`src/hdl/sdp_pkg.sv`:
```
package sdp_pkg;

  // one payload byte of the descriptor
  typedef struct packed {
    logic [7:0] in_byte;
    logic       first_byte;
    logic       last_byte;
  } in_t;

  // one parsed field
  typedef struct packed {
    logic [3:0]  field_kind;
    logic [39:0] field_value;
    logic [7:0]  comp_tag;
    logic        descriptor_ok;
    logic        last_result;
  } out_t;

  // results of one parse step: up to a field beat and an end beat
  typedef struct packed {
    logic [1:0] cnt;
    out_t       first;
    out_t       second;
  } step_res_t;

  localparam logic [3:0] K_IDENT    = 4'd0;
  localparam logic [3:0] K_EVENT    = 4'd1;
  localparam logic [3:0] K_CANCEL   = 4'd2;
  localparam logic [3:0] K_FLAGS    = 4'd3;
  localparam logic [3:0] K_COMP     = 4'd4;
  localparam logic [3:0] K_DURATION = 4'd5;
  localparam logic [3:0] K_UPID_TYP = 4'd6;
  localparam logic [3:0] K_UPID_BYT = 4'd7;
  localparam logic [3:0] K_TYPE_ID  = 4'd8;
  localparam logic [3:0] K_SEG_NUM  = 4'd9;
  localparam logic [3:0] K_SEG_EXP  = 4'd10;
  localparam logic [3:0] K_SUB_NUM  = 4'd11;
  localparam logic [3:0] K_SUB_EXP  = 4'd12;
  localparam logic [3:0] K_END      = 4'd13;

  localparam logic [7:0] TYPE_SUB_A = 8'h34;
  localparam logic [7:0] TYPE_SUB_B = 8'h36;

endpackage

```
`src/hdl/sdp_step.sv`:
```
module sdp_step (
  input  logic              clk,
  input  logic              rst,
  input  logic              take,
  input  sdp_pkg::in_t      beat,
  output sdp_pkg::step_res_t step
);

  localparam logic [3:0] PH_IDLE   = 4'd0;
  localparam logic [3:0] PH_IDENT  = 4'd1;
  localparam logic [3:0] PH_EVENT  = 4'd2;
  localparam logic [3:0] PH_CANCEL = 4'd3;
  localparam logic [3:0] PH_FLAGS  = 4'd4;
  localparam logic [3:0] PH_COUNT  = 4'd5;
  localparam logic [3:0] PH_TAG    = 4'd6;
  localparam logic [3:0] PH_OFFSET = 4'd7;
  localparam logic [3:0] PH_DUR    = 4'd8;
  localparam logic [3:0] PH_UTYPE  = 4'd9;
  localparam logic [3:0] PH_ULEN   = 4'd10;
  localparam logic [3:0] PH_UBYTES = 4'd11;
  localparam logic [3:0] PH_TYPEID = 4'd12;
  localparam logic [3:0] PH_SEG    = 4'd13;
  localparam logic [3:0] PH_SUBSEG = 4'd14;

  logic [3:0]  phase, phase_next;
  logic [2:0]  byte_index, byte_index_next;
  logic [39:0] acc, acc_next;
  logic [7:0]  held_tag, held_tag_next;
  logic [7:0]  remaining, remaining_next;
  logic        dur_present, dur_present_next;
  logic [7:0]  held_type_id, held_type_id_next;
  logic        error_seen, error_seen_next;

  always_ff @(posedge clk) begin
    if (rst) begin
      phase        <= PH_IDLE;
      byte_index   <= '0;
      acc          <= '0;
      held_tag     <= '0;
      remaining    <= '0;
      dur_present  <= 1'b0;
      held_type_id <= '0;
      error_seen   <= 1'b0;
    end else if (take) begin
      phase        <= phase_next;
      byte_index   <= byte_index_next;
      acc          <= acc_next;
      held_tag     <= held_tag_next;
      remaining    <= remaining_next;
      dur_present  <= dur_present_next;
      held_type_id <= held_type_id_next;
      error_seen   <= error_seen_next;
    end
  end

  always_comb begin
    logic [7:0]    b;
    logic          fv;
    sdp_pkg::out_t fld;
    sdp_pkg::out_t endr;
    logic [3:0]    p;
    logic [2:0]    bi;
    logic [39:0]   a;
    logic [7:0]    tg;
    logic [7:0]    rem;
    logic          dp;
    logic [7:0]    tid;
    logic          err;
    logic [3:0]    after_comp;

    b          = beat.in_byte;
    fv         = 1'b0;
    fld        = '0;
    endr       = '0;
    p          = phase;
    bi         = byte_index;
    a          = acc;
    tg         = held_tag;
    rem        = remaining;
    dp         = dur_present;
    tid        = held_type_id;
    err        = error_seen;
    after_comp = PH_IDLE;

    // first mark restarts the parse from a clean state
    if (beat.first_byte) begin
      p   = PH_IDENT;
      bi  = '0;
      a   = '0;
      tg  = '0;
      rem = '0;
      dp  = 1'b0;
      tid = '0;
      err = 1'b0;
    end

    a  = {a[31:0], b};
    bi = bi + 3'd1;

    unique case (p)
      PH_IDENT, PH_EVENT: begin
        if (bi >= 3'd4) begin
          fv                = 1'b1;
          fld.field_kind    = (p == PH_IDENT) ? sdp_pkg::K_IDENT : sdp_pkg::K_EVENT;
          fld.field_value   = {8'd0, a[31:0]};
          p                 = (p == PH_IDENT) ? PH_EVENT : PH_CANCEL;
          bi                = '0;
          a                 = '0;
        end
      end
      PH_CANCEL: begin
        fv              = 1'b1;
        fld.field_kind  = sdp_pkg::K_CANCEL;
        fld.field_value = {39'd0, b[7]};
        p               = b[7] ? PH_IDLE : PH_FLAGS;
        bi              = '0;
        a               = '0;
      end
      PH_FLAGS: begin
        dp              = b[6];
        after_comp      = dp ? PH_DUR : PH_UTYPE;
        fv              = 1'b1;
        fld.field_kind  = sdp_pkg::K_FLAGS;
        // not-restricted forces web, no-blackout, archive and device to all-allowed
        fld.field_value = {33'd0, b[7], b[6], (b[5] ? 5'h1F : b[4:0])};
        p               = b[7] ? after_comp : PH_COUNT;
        bi              = '0;
        a               = '0;
      end
      PH_COUNT: begin
        rem = b;
        p   = (b == 8'd0) ? (dp ? PH_DUR : PH_UTYPE) : PH_TAG;
        bi  = '0;
        a   = '0;
      end
      PH_TAG: begin
        tg = b;
        p  = PH_OFFSET;
        bi = '0;
        a  = '0;
      end
      PH_OFFSET: begin
        if (bi >= 3'd5) begin
          fv                = 1'b1;
          fld.field_kind    = sdp_pkg::K_COMP;
          fld.field_value   = {7'd0, a[32:0]};
          fld.comp_tag      = tg;
          rem               = rem - 8'd1;
          p                 = (rem == 8'd0) ? (dp ? PH_DUR : PH_UTYPE) : PH_TAG;
          bi                = '0;
          a                 = '0;
        end
      end
      PH_DUR: begin
        if (bi >= 3'd5) begin
          fv              = 1'b1;
          fld.field_kind  = sdp_pkg::K_DURATION;
          fld.field_value = a;
          p               = PH_UTYPE;
          bi              = '0;
          a               = '0;
        end
      end
      PH_UTYPE: begin
        fv              = 1'b1;
        fld.field_kind  = sdp_pkg::K_UPID_TYP;
        fld.field_value = {32'd0, b};
        p               = PH_ULEN;
        bi              = '0;
        a               = '0;
      end
      PH_ULEN: begin
        rem = b;
        p   = (b == 8'd0) ? PH_TYPEID : PH_UBYTES;
        bi  = '0;
        a   = '0;
      end
      PH_UBYTES: begin
        fv              = 1'b1;
        fld.field_kind  = sdp_pkg::K_UPID_BYT;
        fld.field_value = {32'd0, b};
        rem             = rem - 8'd1;
        bi              = '0;
        if (rem == 8'd0) begin
          p = PH_TYPEID;
          a = '0;
        end
      end
      PH_TYPEID: begin
        tid             = b;
        fv              = 1'b1;
        fld.field_kind  = sdp_pkg::K_TYPE_ID;
        fld.field_value = {32'd0, b};
        p               = PH_SEG;
        bi              = '0;
        a               = '0;
      end
      PH_SEG: begin
        fv              = 1'b1;
        fld.field_value = {32'd0, b};
        if (bi == 3'd1) begin
          fld.field_kind = sdp_pkg::K_SEG_NUM;
        end else begin
          fld.field_kind = sdp_pkg::K_SEG_EXP;
          p  = (tid == sdp_pkg::TYPE_SUB_A || tid == sdp_pkg::TYPE_SUB_B) ?
               PH_SUBSEG : PH_IDLE;
          bi = '0;
          a  = '0;
        end
      end
      PH_SUBSEG: begin
        fv              = 1'b1;
        fld.field_value = {32'd0, b};
        if (bi == 3'd1) begin
          fld.field_kind = sdp_pkg::K_SUB_NUM;
        end else begin
          fld.field_kind = sdp_pkg::K_SUB_EXP;
          p  = PH_IDLE;
          bi = '0;
          a  = '0;
        end
      end
      default: begin
        // excess byte, or byte with no first mark before it
        err = 1'b1;
        p   = PH_IDLE;
        bi  = '0;
        a   = '0;
      end
    endcase

    if (beat.last_byte) begin
      endr.field_kind    = sdp_pkg::K_END;
      endr.descriptor_ok = (p == PH_IDLE) && !err;
      endr.last_result   = 1'b1;
      p  = PH_IDLE;
      bi = '0;
      a  = '0;
    end

    step.cnt    = {1'b0, fv} + {1'b0, beat.last_byte};
    step.first  = fv ? fld : endr;
    step.second = endr;

    phase_next        = p;
    byte_index_next   = bi;
    acc_next          = a;
    held_tag_next     = tg;
    remaining_next    = rem;
    dur_present_next  = dp;
    held_type_id_next = tid;
    error_seen_next   = err;
  end

endmodule

```
`src/hdl/segmentation_descriptor_parser.sv`:
```
// Channel   Dir  Handshake                Payload
// desc      in   desc_valid / desc_stall  sdp_pkg::in_t  (byte, first and last marks)
// res       out  res_valid / res_stall    sdp_pkg::out_t (kind, value, tag, ok, last)
//
// One payload byte per cycle while desc_stall is low. The parse step sits
// between the parser state registers and a small result queue (DEPTH beats).
// A byte gives at most two beats (a field and the end beat), so a last-marked
// byte that also closes a field puts an extra beat into the queue, which absorbs it.
// desc_stall rises while fewer than two queue slots are free.
// Synchronous reset clears parser state and the queue; first result can leave
// the cycle after its byte is taken.
module segmentation_descriptor_parser #(
  parameter int DEPTH = 4
) (
  input  logic          clk,
  input  logic          rst,
  input  logic          desc_valid,
  output logic          desc_stall,
  input  sdp_pkg::in_t  desc,
  output logic          res_valid,
  input  logic          res_stall,
  output sdp_pkg::out_t res
);

  localparam int PTR_W = (DEPTH > 1) ? $clog2(DEPTH) : 1;
  localparam int CNT_W = $clog2(DEPTH + 1);
  localparam logic [PTR_W-1:0] LAST_SLOT = PTR_W'(DEPTH - 1);
  localparam logic [CNT_W-1:0] STALL_AT  = CNT_W'(DEPTH - 2);

  logic               take;
  logic               pop;
  sdp_pkg::step_res_t step;
  logic [1:0]         push_n;

  sdp_pkg::out_t      queue [DEPTH];
  logic [PTR_W-1:0]   wr_ptr, wr_ptr_next;
  logic [PTR_W-1:0]   wr_ptr1, wr_ptr2;
  logic [PTR_W-1:0]   rd_ptr, rd_ptr_next;
  logic [CNT_W-1:0]   count, count_next;

  assign take = desc_valid && !desc_stall;
  assign pop  = res_valid && !res_stall;

  // room for a full two-beat step must be there before a byte is taken
  assign desc_stall = (count > STALL_AT);

  sdp_step u_step (
    .clk  (clk),
    .rst  (rst),
    .take (take),
    .beat (desc),
    .step (step)
  );

  assign push_n = take ? step.cnt : 2'd0;

  // queue pointers wrap explicitly, so the depth need not be a power of two
  assign wr_ptr1 = (wr_ptr  == LAST_SLOT) ? '0 : wr_ptr  + 1'b1;
  assign wr_ptr2 = (wr_ptr1 == LAST_SLOT) ? '0 : wr_ptr1 + 1'b1;

  always_comb begin
    wr_ptr_next = wr_ptr;
    if (push_n == 2'd2) begin
      wr_ptr_next = wr_ptr2;
    end else if (push_n == 2'd1) begin
      wr_ptr_next = wr_ptr1;
    end
    rd_ptr_next = rd_ptr;
    if (pop) begin
      rd_ptr_next = (rd_ptr == LAST_SLOT) ? '0 : rd_ptr + 1'b1;
    end
    count_next = count + CNT_W'(push_n) - CNT_W'(pop);
  end

  always_ff @(posedge clk) begin
    if (rst) begin
      wr_ptr <= '0;
      rd_ptr <= '0;
      count  <= '0;
    end else begin
      wr_ptr <= wr_ptr_next;
      rd_ptr <= rd_ptr_next;
      count  <= count_next;
    end
  end

  // payload slots: no reset needed
  always_ff @(posedge clk) begin
    if (push_n != 2'd0) begin
      queue[wr_ptr] <= step.first;
    end
    if (push_n == 2'd2) begin
      queue[wr_ptr1] <= step.second;
    end
  end

  assign res_valid = (count != '0);
  assign res       = queue[rd_ptr];

  // queue never overfills
  a_count_bound: assert property (@(posedge clk) disable iff (rst)
    count <= CNT_W'(DEPTH))
    else $error("result queue over depth");

  // a last-marked byte always leaves at least its end beat queued
  a_end_queued: assert property (@(posedge clk) disable iff (rst)
    (take && desc.last_byte) |=> res_valid)
    else $error("end beat missing after last byte");

  // the closing mark goes with the end kind and nothing else
  a_end_kind: assert property (@(posedge clk) disable iff (rst)
    res_valid |-> (res.last_result == (res.field_kind == sdp_pkg::K_END)))
    else $error("last_result and end kind disagree");

  // validity flag only on the end beat
  a_ok_on_end: assert property (@(posedge clk) disable iff (rst)
    (res_valid && res.descriptor_ok) |-> res.last_result)
    else $error("descriptor_ok outside end beat");

endmodule
```
`config.mk`:
```
export PLATFORM = sky130hd
export DESIGN_NAME = segmentation_descriptor_parser
export DESIGN_NICKNAME = d
export VERILOG_FILES = /design/src/hdl/sdp_pkg.sv /design/src/hdl/sdp_step.sv /design/src/hdl/segmentation_descriptor_parser.sv
export SDC_FILE = /design/constraint.sdc
export NUM_CORES = 1
export LEC_CHECK = 0
export BUFFER_PORTS_ARGS = -buffer_cell sky130_fd_sc_hd__buf_2
export CORE_MARGIN = 2
export CORE_UTILIZATION = 60
export CTS_BUF_LIST = sky130_fd_sc_hd__clkbuf_4 sky130_fd_sc_hd__clkbuf_8
export DETAILED_ROUTE_END_ITERATION = 8
export PLACE_DENSITY = 0.79
export SLEW_MARGIN = 40
export SYNTH_ARGS = -nofsm -noshare
export SYNTH_HDL_FRONTEND = slang
export SYNTH_SLANG_ARGS = --single-unit
```
`constraint.sdc`:
```
create_clock -name clk -period 12.54 [get_ports clk]
set_clock_uncertainty 0.15 [all_clocks]
set_input_delay 1.254 -clock clk [delete_from_list [all_inputs] [get_ports clk]]
set_output_delay 1.254 -clock clk [all_outputs]
set_load 0.01 [all_outputs]
```
# [Word-level counts from Yosys, hierarchy flattened]
# Memories as Yosys holds them, arrays and structs flattened. A register that Yosys moved wholly into a read port is not among the register bits.
# Cells that the tools add are included.
# W data, S select, Z words.
[word_totals] regBits=72 mem_bits_rw=216 input_bits=14 output_inout_bits=56 elab_cells=133 memories=1
[op_classes] n_addsub=8 magnitude_cmp=3 n_eq_ne=22 mux=69 n_reduce_logical=19
[memory_table] memory="queue" words=4 width=54 read_ports=1 rd_clocked_by_memory_dff=1 write_ports=2 line="segmentation_descriptor_parser.sv:35" text="sdp_pkg::out_t queue [DEPTH];"
[ops] cell="$pmux W44 S10" count=1
[ops] cell="$mux W32" count=6
[ops] cell="$pmux W32 S4" count=1
[ops] cell="$mux W8" count=7
[ops] cell="$mux W54" count=1
[ops] cell="$mux W4" count=13
[ops] cell="$pmux W4 S13" count=1
[ops] cell="$mux W51" count=1
[ops] cell="$mux W44" count=1
[ops] cell="$mux W43" count=1
[ops] cell="$eq A4 B4 Y1 const B" count=7
[ops] cell="$mux W3" count=8
[ops] cell="$pmux W8 S3" count=1
[ops] cell="$mux W2" count=10
[ops] cell="$eq A4 B3 Y1 const B" count=4
[ops] cell="$eq A8 B6 Y1 const B" count=2
[ops] cell="$logic_not A8 Y1" count=2
[ops] cell="$mux W1" count=14
[ops] cell="$reduce_or A14 Y1" count=1
[ops] cell="$pmux W3 S3" count=1
[ops] cell="$eq A2 B2 Y1 const B" count=4
[ops] cell="$eq A4 B2 Y1 const B" count=2
[ops] cell="$reduce_or A2 Y1" count=4
[ops] cell="$sub A8 B1 Y8 const B" count=1
[ops] cell="19 further kinds" count=27

# [Depth between registers and ports, before layout]
# Gate-level depths: netlist (run 1).
[logic_depth] word_depth=10 depth_mapped=23 mapped_depth_nobuf=17

# [Hierarchy]
# Synthesis (run 1) repeated with hierarchy kept, for this count alone.
[hier_totals] cells_unflattened=1115 hier_area_um2=15766.4
[by_module_without_submodules] module="segmentation_descriptor_parser" instances=1 cells_each=591 area_each_um2=11597.4 seq_area_each_um2=6666.4
[by_module_without_submodules] module="sdp_step" instances=1 cells_each=524 area_each_um2=4169.0 seq_area_each_um2=1281.2

# [Least setup slack after synthesis (run 1)]
# Ideal clock, no wire load.
[synth_path] path_kind="input port to flip-flop" startpoint="in desc[1] (netlist bit)" endpoint="mem queue[0][0] (netlist bit), enable pin" setup_ns=0.273 t_arrival_ns=5.256 required_ns=12.117 slack_ns=6.860 cell_stages=20 path_buffers=7 cell_sequence="buf_4 clkbuf_1 buf_2 inv_1 clkbuf_1 nand2_1 inv_1 ha_1 buf_2 nor3b_1 o21bai_2 nand2_1 a221oi_2 ha_1 nand2b_1 ha_1 clkbuf_1 a21oi_1 clkbuf_1 inv_1"
[synth_lines] item="start, declared" line="segmentation_descriptor_parser.sv:19" text="input sdp_pkg::in_t desc,"
[synth_lines] item="end, declared" line="segmentation_descriptor_parser.sv:35"

==> qor.csv, run 1 <==
stage,metric,value,unit
status,status,"finished, final reports clean",
pwr,Seq pwr share,45.7,%
route,vias per std cell,6.64,
clocking,# H-tree levels,2,
clocking,CTS Sinks,289,
synth,top cell type's share of synthesized area,43.7,%
pwr,Pwr Density,153,nW/µm²
floorplanning,die height,147,µm
grt,GRT Residual Overflow,0,
clocking,"Clk Latency, worst-skew pair",0.58,ns
final_layout,number of nets in the layout,1175,
sta,unrepaired setup endpoints after global routing,no,
final_layout,# fillers,1487,
route,DRT antenna net count,0,
floorplanning,I/O pins,70,
synth,Synth Area per Inst,11.2,µm²
clocking,CTS tree,done,
placed_design,global placer's final weighted congestion,0.974,
clocking,post-CTS sizing,0,
worst_setup_path,Critical R2R Launch,u_step.byte_index[0],
pwr,Switch Pwr,0.565,mW
route,WL per Instance,22.4,µm
min_path,Hold Path Depth,2,
route,final WL,32.5,mm
worst_setup_path,Worst EP required,12.67,ns
sta,Final Critical Period,6.45,ns
placed_design,post-place setup slack,5.63,ns
sta,Tcrit/Tclk final,51.4,%
worst_setup_path,crit start category,input port,
synth,sequential area share after synthesis,48.6,%
placed_design,PortBufs,69,
worst_setup_path,Worst Setup End Kind,register,
pwr,Peak VDD IR,0.000140,V
pwr,clock share of power,41.8,%
min_path,min-delay worst type,register to register,
pwr,Sw Ratio,26.7,%
sta,Max-slew headroom,48.3,%
min_path,Hold Crit Start,queue[2][10],
synth,leading area contributor after synthesis,dfxtp_1,
synth,Yosys warning count,0,
worst_setup_path,R2R depth,13,
floorplanning,area of the die,21700,µm²
floorplanning,Core ar.,20200,µm²
clocking,Longest Clk Path Bufs,3,
pwr,P_int,1.55,mW
synth,Synth area leaders,"dfxtp_1, a22o_1, mux4_2",
synth,"Cell Area, Synth",12300,µm²
grt,vias in the first global route,9597,
grt,initial antenna violation count,0,
sta,Max Fclk,0.155,GHz
synth,syn_nets,1130,
worst_setup_path,Reg2Reg Setup Slack,7.55,ns
worst_setup_path,WS Path Type,input port to register,
placed_design,DPL Wire Length,19.8,mm
synth,most frequent cell after synthesis,dfxtp_1,
pwr,leakage,5.30,nW
route,drt drc,0,
route,routed vias,9633,
min_path,Min-Delay Endpoint,queue[2][10],
grt,GRT Resource Usage Total,29.6,%
final_layout,Util after Layout,68.5,%
sta,Tightest Pin Transition,0.773,ns
clocking,"Reg clk slew, reported paths",0.07,ns
synth,Synth Register Bits,289,
sta,TNS Setup,0,ns
sta,Final Max Slew Viols,0,
worst_setup_path,worst reg2reg endpoint,queue[0][0],
final_layout,share of cells above drive strength 1,22.1,%
worst_setup_path,"Data arrival, critical path",6.57,ns
floorplanning,Site Rows,52,
pwr,Gate power share,12.5,%
job,Max-cap violations,0,
floorplanning,chip width,147,µm
synth,Netlist cell types,87,
floorplanning,starting density of the core,61.0,%
synth,"EDFF count, synth",20,
synth,"FFs w/ async S/R, synth",0,%
grt,first-pass GRT wire length,51.5,mm
synth,top_reg_cell synth,dfxtp_1,
sta,WHS,0.322,ns
clocking,hold buffers post-CTS,0,
sta,Final setup viols,0,
final_layout,ant diodes,0,
route,initial drt markers,1000,
clocking,cts bufs inserted,45,
route,Pre-antenna DRT Iters,5,
final_layout,Area Growth Syn to Fin,12.2,%
synth,Synth top cells by count,"dfxtp_1, a22o_1, nor2_1, nand2_1, clkbuf_1",
worst_setup_path,Crit Path Max Fanout,38,
grt,pin count of the biggest net entering global routing,62,
clocking,Root Buffer,clkbuf_8,
clocking,postcts setup bufs,0,
sta,"Hold Violations, Final",0,
sta,final worst slack,6.09,ns
synth,cells after synthesis,1098,
registers in the layout (all words and copies together) (netlist names), 2 cells and up, named ones only:
register / flops
u_step.remaining: 8
u_step.byte_index: 3
wr_ptr: 2
rd_ptr: 2
u_step.acc: 32
u_step.held_type_id: 7
count: 3
queue: 216
u_step.phase: 4
u_step.held_tag: 8
layout make-up:
type | instances | area (µm²) | share of cell area, %
sequential | 289 | 5990 | 43.4
multi-input combinational | 704 | 5920 | 42.8
clock buffer | 71 | 915 | 6.62
timing repair buffer | 80 | 435 | 3.15
tap | 270 | 338 | 2.44
clock inverter | 13 | 135 | 0.978
inverter | 23 | 86.3 | 0.625
worst max-delay path by stage:
| stage | slack (ns) | to | from |
|---|---|---|---|
| global route | 5.70 | queue[0][0] | desc[1] |
| floorplan | 6.86 | queue[0][0] | desc[1] |
| global placement | 5.78 | queue[0][1] | desc[1] |
| CTS | 6.22 | queue[0][0] | desc[1] |
| finish | 6.09 | queue[0][0] | desc[1] |
| detailed placement | 5.63 | queue[0][1] | desc[1] |
metrics by stage:
stage / area [µm²] / total power [mW] / std cells
6_report: 13800 / 2.12 / 1450
5_1_grt: 13800 / 2.19 / 1450
4_1_cts: 13800 / 2.13 / 1450
3_5_place_dp: 12800 / 1.25 / 1366
3_3_place_gp: 12800 / 1.24 / 1365
2_1_floorplan: 12300 / 1.17 / 1098
power groups by stage:
stage	sequential (mW)	combinational, mW	clock [mW]
global placement	0.985	0.258	0
finish	0.966	0.265	0.885
detailed placement	0.986	0.262	0
floorplan	0.974	0.197	0
global route	0.969	0.287	0.938
CTS	0.966	0.263	0.896
per-layer routing:
layer  vias up  global-route usage (%)  wire length, µm
met5         -                       0                0
met4         0                    10.4              743
met1      4794                    40.1            13800
li1       4324                       -                -
met2       446                    48.3            15600
met3        69                    5.22             2360
cell families (layout without fill, tap and decap cells):
group	after synthesis	count (layout)	share of synthesized area, %
AO/OA/AOI/OAI	367	367	24.2
XOR/XNOR	8	8	0.569
adder cells (fa/ha/maj)	18	18	1.89
buffers and inverters	105	187	3.69
flip-flops	289	289	48.6
multiplexers	62	62	10.6
AND/OR/NAND/NOR	249	249	10.4
placed cells by master (no fill, tap or decap), types with 4 or more instances in the layout:
master / Yosys / routed
o21a_1: 6 / 6
a21oi_1: 26 / 22
o21ai_0: 36 / 36
nand2_1: 61 / 61
ha_1: 17 / 17
nor2_4: 4 / 4
a31oi_1: 4 / 4
edfxtp_1: 20 / 20
and2_1: 7 / 7
mux2i_1: 5 / 5
a22oi_1: 44 / 44
clkinv_2: 0 / 8
a32oi_1: 5 / 5
clkbuf_8: 0 / 61
clkbuf_4: 0 / 10
nand4_1: 6 / 6
nor3b_1: 6 / 6
mux4_2: 54 / 54
buf_4: 9 / 9
nand3_1: 15 / 15
nor2_1: 84 / 84
nor2b_1: 14 / 14
xor2_1: 4 / 4
a22o_1: 198 / 198
o2bb2ai_1: 5 / 5
dfxtp_1: 269 / 265
inv_1: 22 / 22
xnor2_1: 4 / 4
a21oi_4: 1 / 5
nand2b_1: 8 / 8
a211oi_1: 7 / 7
nor3_1: 6 / 6
a2bb2oi_1: 4 / 4
buf_2: 3 / 69
nor4_1: 8 / 8
or3_1: 5 / 5
worst max-delay path: stages:
cell      delay (ns)
buf_2           0.58
inv_1           0.43
nand2_1         0.24
inv_1           0.06
ha_1            0.34
nor2b_1         0.21
o21bai_2        0.25
nand2_1         0.24
a221oi_2        0.66
ha_1            0.35
nand2b_1        0.19
ha_1            0.48
a21oi_4         0.51
buf_4           0.51
inv_1           0.23
Power figures use the tool's default switching activity.
==> inputs of run 2 (changes only) <==
Settings changed: CORE_UTILIZATION 60 to 57, PLACE_DENSITY 0.79 to 0.78.
Clock period 12.54 ns to 5.3 ns, I/O delays scaled along.
==> run 2 against run 1 <==
Sequential share of layout area is 0.089 points lower. Global-route usage is 1.6 points lower. Power is 130% higher. Count of clock-buffer cells in the layout is 1 higher. Clock power is 120% higher. First-iteration DRC count is 8.2% lower. Design area is 0.16% higher. Die area is 5.1% higher. Sequential power is 140% higher. Worst hold slack worse by 0.11 ns. Highest routed layer unchanged.
==> qor.csv, run 2 (synthesis gave the netlist of run 1 again) <==
stage,metric,value,unit,change
status,status,"finished, final reports clean",,
worst_setup_path,CP top delay family,simple AND/OR/NAND/NOR gates,,
worst_setup_path,max incr delay on CP,0.68,ns,+0.02 ns
grt,first-pass GRT wire length,50.4,mm,-2.1%
floorplanning,Core ar.,21100,µm²,+4.6%
final_layout,number of nets in the layout,1181,,+0.51%
min_path,min-delay worst type,input port to register,,
sta,Final setup viols,0,,unchanged
grt,initial antenna violation count,0,,unchanged
pwr,clock share of power,40.3,%,-1.5 points
route,drt drc,0,,unchanged
pwr,leakage,5.32,nW,+0.31%
final_layout,Regs by FF count,"queue x216, u_step.acc x32",,
worst_setup_path,worst reg2reg endpoint,queue[2][41],,
floorplanning,chip width,151,µm,+2.5%
placed_design,PortBufs,69,,unchanged
clocking,hold buffers post-CTS,0,,unchanged
route,final WL,31.7,mm,-2.5%
pwr,Peak VDD IR,0.000302,V,+120%
floorplanning,Site Rows,53,,+1.9%
placed_design,post-place setup slack,0.438,ns,-5.19 ns
worst_setup_path,CP Buf/Inv Count,2,,-3
pwr,Gate power share,12.4,%,about the same
worst_setup_path,WS Path Type,register to register,,
final_layout,Largest register FFs,216,,unchanged
clocking,# H-tree levels,2,,unchanged
job,Max-cap violations,0,,unchanged
worst_setup_path,Critical R2R Launch,u_step.byte_index[0],,
clocking,post-CTS sizing,0,,unchanged
clocking,CTS Sinks,289,,unchanged
min_path,Hold Crit Start,desc[7],,
clocking,"Reg clk slew, reported paths",0.07,ns,about the same
floorplanning,area of the die,22800,µm²,+5.1%
final_layout,Largest Register,queue,,
final_layout,share of cells above drive strength 1,22.1,%,+0.028 points
clocking,postcts setup bufs,0,,unchanged
pwr,Seq pwr share,47.2,%,+1.5 points
final_layout,# fillers,1618,,+8.8%
placed_design,global placer's final weighted congestion,0.980,,+0.65%
sta,Max-slew headroom,42.3,%,-6.1 points
final_layout,"commonest non-fill, non-tap cell in the layout",dfxtp_1,,
grt,GRT Resource Usage Total,28.0,%,-1.6 points
floorplanning,die height,151,µm,+2.5%
route,routed vias,9580,,-0.55%
sta,TNS Setup,0,ns,unchanged
worst_setup_path,crit-path cells,nand2_1 -> inv_1 -> ha_1 -> nor3b_1 -> o21bai_2 -> nand2_1 -> a221oi_2 -> buf_4 -> ha_1 -> nand2b_1 -> ha_1 -> nor2b_1 -> nand2_1 -> nor2_4 -> a22o_1,,
route,DRT antenna net count,0,,unchanged
sta,"Hold Violations, Final",0,,unchanged
sta,Max Fclk,0.219,GHz,
worst_setup_path,slowest CP cell,nor2_4,,
final_layout,ant diodes,0,,unchanged
pwr,Sw Ratio,27.1,%,+0.42 points
pwr,Pwr Density,353,nW/µm²,+130%
route,Pre-antenna DRT Iters,7,,+2
sta,Final Critical Period,4.57,ns,
sta,Final Max Slew Viols,0,,unchanged
worst_setup_path,Worst EP required,5.65,ns,-7.02 ns
grt,met2 GRT Util,47.8,%,-0.55 points
sta,unrepaired setup endpoints after global routing,no,,
worst_setup_path,Crit Path Max Fanout,24,,-37%
clocking,CTS tree,done,,
floorplanning,starting density of the core,58.4,%,-2.7 points
min_path,Hold Path Depth,2,,unchanged
route,initial drt markers,918,,-8.2%
sta,WHS,0.216,ns,-0.106 ns
worst_setup_path,"Data arrival, critical path",4.92,ns,-1.65 ns
route,WL per Instance,21.7,µm,-3.0%
clocking,Root Buffer,clkbuf_8,,
clocking,Longest Clk Path Bufs,3,,unchanged
clocking,"Clk Latency, worst-skew pair",0.57,ns,about the same
worst_setup_path,crit start category,register,,
placed_design,DPL Wire Length,20.0,mm,+1.1%
grt,Most Crowded Layer GR,met2,,
grt,M3 GR Usage,5.06,%,-0.16 points
grt,vias in the first global route,9461,,-1.4%
floorplanning,I/O pins,70,,unchanged
worst_setup_path,Worst Setup End Kind,register,,
pwr,Switch Pwr,1.32,mW,+130%
min_path,Min-Delay Endpoint,u_step.acc[5],,
final_layout,most frequent cells in the layout,"dfxtp_1, a22o_1, nor2_1",,
grt,GRT Residual Overflow,0,,unchanged
clocking,cts bufs inserted,45,,unchanged
sta,Tightest Pin Transition,0.865,ns,+0.0920 ns
sta,final worst slack,0.727,ns,-5.37 ns
final_layout,Area Growth Syn to Fin,12.4,%,
worst_setup_path,R2R depth,15,,+2
sta,Tcrit/Tclk final,86.3,%,
pwr,P_int,3.56,mW,+130%
grt,met1 GRT Util,36.2,%,-4.0 points
worst_setup_path,Reg2Reg Setup Slack,0.73,ns,-6.82 ns
grt,pin count of the biggest net entering global routing,43,,-31%
route,vias per std cell,6.57,,-1.1%
==> run 2: changes by cell type in the layout (fill, tap and decap cells not counted) <==
cell,previous run,this run
clkinv_2,8,6
bufinv_16,2,0
clkbuf_8,61,58
clkbuf_4,10,14
dfxtp_2,3,1
buf_6,2,0
dfxtp_1,265,267
buf_4,9,12
buf_12,0,5
==> run 2: layout make-up <==
cell class | count | area (µm²) | area share [%]
Sequential cell | 289 | 5990 | 43.3
Multi-Input combinational cell | 704 | 5920 | 42.8
Clock buffer | 72 | 903 | 6.53
Timing Repair Buffer | 86 | 536 | 3.87
Tap cell | 275 | 344 | 2.49
Inverter | 23 | 86.3 | 0.624
Clock inverter | 9 | 65.1 | 0.470
==> run 2: worst reg2reg max path, delay by kind of cell (launching register included) <==
| kind | cells | cell delay [ns] |
|---|---|---|
| flip-flops | 1 | 0.35 |
| AND/OR/NAND/NOR | 7 | 2.06 |
| buffers and inverters | 2 | 0.28 |
| adder cells (fa/ha/maj) | 3 | 0.89 |
| AO/OA/AOI/OAI | 3 | 0.78 |
==> run 2: worst max-delay path by stage <==
stage | from | end | slack, ns | cells after the start
finish | u_step.byte_index[0] | queue[2][41] | 0.73 | 15
global route | u_step.byte_index[0] | queue[2][20] | 0.43 | 14
CTS | u_step.byte_index[0] | queue[2][21] | 0.84 | 14
detailed placement | desc[1] | queue[2][19] | 0.44 | 17
global placement | desc[1] | queue[2][24] | 0.57 | 17
floorplan | desc[1] | queue[0][0] | 0.34 | 20
==> run 2: power groups by stage <==
stage               combinational [mW]  sequential [mW]  clock (mW)
floorplan                        0.467             2.30           0
global placement                 0.566             2.37           0
detailed placement               0.600             2.36           0
CTS                              0.604             2.31        2.00
global route                     0.653             2.32        2.08
finish                           0.607             2.31        1.97
==> run 2: metal layers <==
layer	part of all wire [%]	vias to the layer above
met2	49	366
met3	6.6	63
li1	-	4338
met1	42	4813
met5	0	-
met4	2.4	0
==> run 2: stage by stage <==
| step | utilization [%] | cell area (µm²) | std cells | total power [mW] |
|---|---|---|---|---|
| after global routing | 65.6 | 13800 | 1458 | 5.05 |
| after detailed placement | 61.1 | 12900 | 1377 | 2.96 |
| after floorplan | - | 12300 | 1098 | 2.77 |
| final | 65.6 | 13800 | 1458 | 4.89 |
| after global placement | 60.9 | 12800 | 1375 | 2.94 |
| after CTS | 65.6 | 13800 | 1458 | 4.91 |
==> inputs of run 3 (changes only) <==
Settings changed: CAP_MARGIN from default to 30, CORE_UTILIZATION 57 to 60, PLACE_DENSITY 0.78 to 0.84.
Clock period 5.3 ns to 5.15 ns, I/O delays scaled along.
==> run 3 against run 2 <==
Die area fell by 4.9%. Sequential share of layout area is 0.060 points higher. Critical path depth is the same. Register-to-register slack got worse by 0.05 ns. Via count rose by 1.6%. Setup slack worse by 0.047 ns. Critical path type unchanged. Clock power grew 3%. Core utilization grew 2.9 points. Maximum frequency up 2.3%. Routed wire length grew 0.86%.
==> qor.csv, run 3 (synthesis gave the netlist of run 1 again) <==
stage,metric,value,unit,change
status,status,"finished, final reports clean",,
worst_setup_path,Critical R2R Launch,u_step.byte_index[0],,
route,DRT antenna net count,0,,unchanged
pwr,leakage,5.32,nW,about the same
grt,GRT Resource Usage Total,28.8,%,+0.84 points
sta,unrepaired setup endpoints after global routing,no,,
final_layout,most frequent cells in the layout,"dfxtp_1, a22o_1, nor2_1",,
final_layout,Multi-input gate area,5920,µm²,unchanged
pwr,total power,5.01,mW,+2.6%
worst_setup_path,"Data arrival, critical path",4.81,ns,-0.11 ns
placed_design,global placer's final weighted congestion,0.994,,+1.4%
sta,Final Critical Period,4.47,ns,-0.103 ns
placed_design,DPL Wire Length,20.0,mm,+0.11%
floorplanning,chip width,147,µm,-2.5%
sta,Tightest Pin Transition,0.786,ns,-0.0788 ns
placed_design,PortBufs,69,,unchanged
grt,pin count of the biggest net entering global routing,43,,unchanged
sta,Final Max Slew Viols,0,,unchanged
clocking,post-CTS sizing,0,,unchanged
worst_setup_path,crit start category,register,,
worst_setup_path,WS Path Type,register to register,,
sta,"Hold Violations, Final",0,,unchanged
route,final WL,32.0,mm,+0.86%
sta,Tcrit/Tclk final,86.8,%,+0.50 points
final_layout,Regs by FF count,"queue x216, u_step.acc x32",,
final_layout,number of nets in the layout,1183,,+0.17%
worst_setup_path,R2R depth,15,,unchanged
clocking,cts bufs inserted,44,,-2.2%
floorplanning,Core ar.,20200,µm²,-4.4%
clocking,"Clk Latency, worst-skew pair",0.58,ns,about the same
job,Max-cap violations,0,,unchanged
route,drt drc,0,,unchanged
clocking,hold buffers post-CTS,0,,unchanged
final_layout,FF/Latch Area,5990,µm²,about the same
final_layout,# fillers,1462,,-9.6%
min_path,Hold Crit Start,desc[3],,
final_layout,share of cells above drive strength 1,22.5,%,+0.35 points
clocking,"Reg clk slew, reported paths",0.06,ns,about the same
worst_setup_path,Reg2Reg Setup Slack,0.68,ns,-0.05 ns
floorplanning,die height,147,µm,-2.5%
grt,GRT Residual Overflow,0,,unchanged
sta,Max Fclk,0.224,GHz,+2.3%
floorplanning,Site Rows,52,,-1.9%
floorplanning,area of the die,21700,µm²,-4.9%
worst_setup_path,worst reg2reg endpoint,queue[3][45],,
sta,Final setup viols,0,,unchanged
min_path,Hold Path Depth,2,,unchanged
final_layout,"commonest non-fill, non-tap cell in the layout",dfxtp_1,,
worst_setup_path,Worst EP required,5.49,ns,-0.16 ns
sta,WHS,0.170,ns,-0.0459 ns
grt,first-pass GRT wire length,50.4,mm,about the same
route,vias per std cell,6.68,,+1.7%
grt,vias in the first global route,9492,,+0.33%
min_path,min-delay worst type,input port to register,,
final_layout,ant diodes,0,,unchanged
final_layout,Largest register FFs,216,,unchanged
floorplanning,starting density of the core,61.0,%,+2.7 points
sta,Max-slew headroom,47.2,%,+4.9 points
final_layout,Area Growth Syn to Fin,12.3,%,
worst_setup_path,Worst Setup End Kind,register,,
pwr,Pwr Density,363,nW/µm²,+2.7%
worst_setup_path,crit-path cells,nand2_1 -> inv_1 -> ha_1 -> nor3b_1 -> o21bai_2 -> nand2_1 -> a221oi_2 -> buf_4 -> ha_1 -> nand2b_1 -> ha_1 -> nor2b_1 -> nand2_1 -> nor2_1 -> a22o_1,,
clocking,CTS Sinks,289,,unchanged
route,WL per Instance,21.9,µm,+0.93%
route,routed vias,9738,,+1.6%
worst_setup_path,slowest CP cell,nor2_1,,
clocking,postcts setup bufs,0,,unchanged
clocking,# H-tree levels,2,,unchanged
final_layout,Largest Register,queue,,
grt,initial antenna violation count,0,,unchanged
pwr,Peak VDD IR,0.000304,V,+0.53%
sta,TNS Setup,0,ns,unchanged
clocking,Longest Clk Path Bufs,3,,unchanged
floorplanning,I/O pins,70,,unchanged
clocking,CTS tree,done,,
route,initial drt markers,1091,,+19%
worst_setup_path,max incr delay on CP,0.65,ns,-0.03 ns
route,Pre-antenna DRT Iters,6,,-1
clocking,Root Buffer,clkbuf_8,,
worst_setup_path,Crit Path Max Fanout,11,,-54%
min_path,Min-Delay Endpoint,u_step.acc[1],,
-- run 3: changes by cell type in the layout (fill, tap and decap cells not counted), moves of 2 or more --
cell,before,now
clkbuf_8,58,53
clkinv_2,6,11
buf_4,12,16
buf_12,5,3
-- run 3: routing by layer --
metal / vias up / global-route usage [%] / part of all wire (%)
met5: - / 0 / 0
met4: 0 / 9.23 / 2.8
met3: 77 / 5.03 / 8.4
met2: 486 / 48.5 / 48
met1: 4827 / 38.2 / 40
li1: 4348 / - / -
-- run 3: worst max-delay path by stage --
stage | depth (start not counted) | slack, ns | endpoint | startpoint
finish | 15 | 0.68 | queue[3][45] | u_step.byte_index[0]
global route | 15 | 0.37 | queue[2][38] | u_step.byte_index[0]
CTS | 15 | 0.78 | queue[2][39] | u_step.byte_index[0]
detailed placement | 17 | 0.33 | queue[2][33] | desc[1]
global placement | 17 | 0.47 | queue[1][23] | desc[1]
floorplan | 20 | 0.21 | queue[0][0] | desc[1]
-- run 3: worst max-delay path: cells and delay by family (launching register included) --
family | cells | cell delay (ns)
AO/OA/AOI/OAI | 3 | 0.78
adder cells (fa/ha/maj) | 3 | 0.87
buffers and inverters | 2 | 0.27
flip-flops | 1 | 0.33
AND/OR/NAND/NOR | 7 | 1.96
-- run 3: stage by stage --
stage | area (µm²) | util (%) | worst slack, ns | cells
after floorplan | 12300 | - | 0.209 | 1098
after global placement | 12800 | 63.6 | 0.472 | 1372
after detailed placement | 12800 | 63.7 | 0.334 | 1374
after CTS | 13800 | 68.4 | 0.781 | 1456
after global routing | 13800 | 68.6 | 0.368 | 1457
final | 13800 | 68.6 | 0.681 | 1457
-- run 3: report_power, final --
part           switching, mW  leakage, nW  internal [mW]
registers             0.0775         2.37           2.30
logic                  0.377         2.43          0.242
clock network          0.912        0.520           1.10
total                   1.37         5.32           3.65
-- run 3: final cells by class --
type	count	share of cell area, %
tap	270	2.44
inverter	23	0.624
sequential	289	43.3
clock buffer	67	6.04
clock inverter	15	0.878
multi-input combinational	704	42.8
timing repair buffer	89	3.88
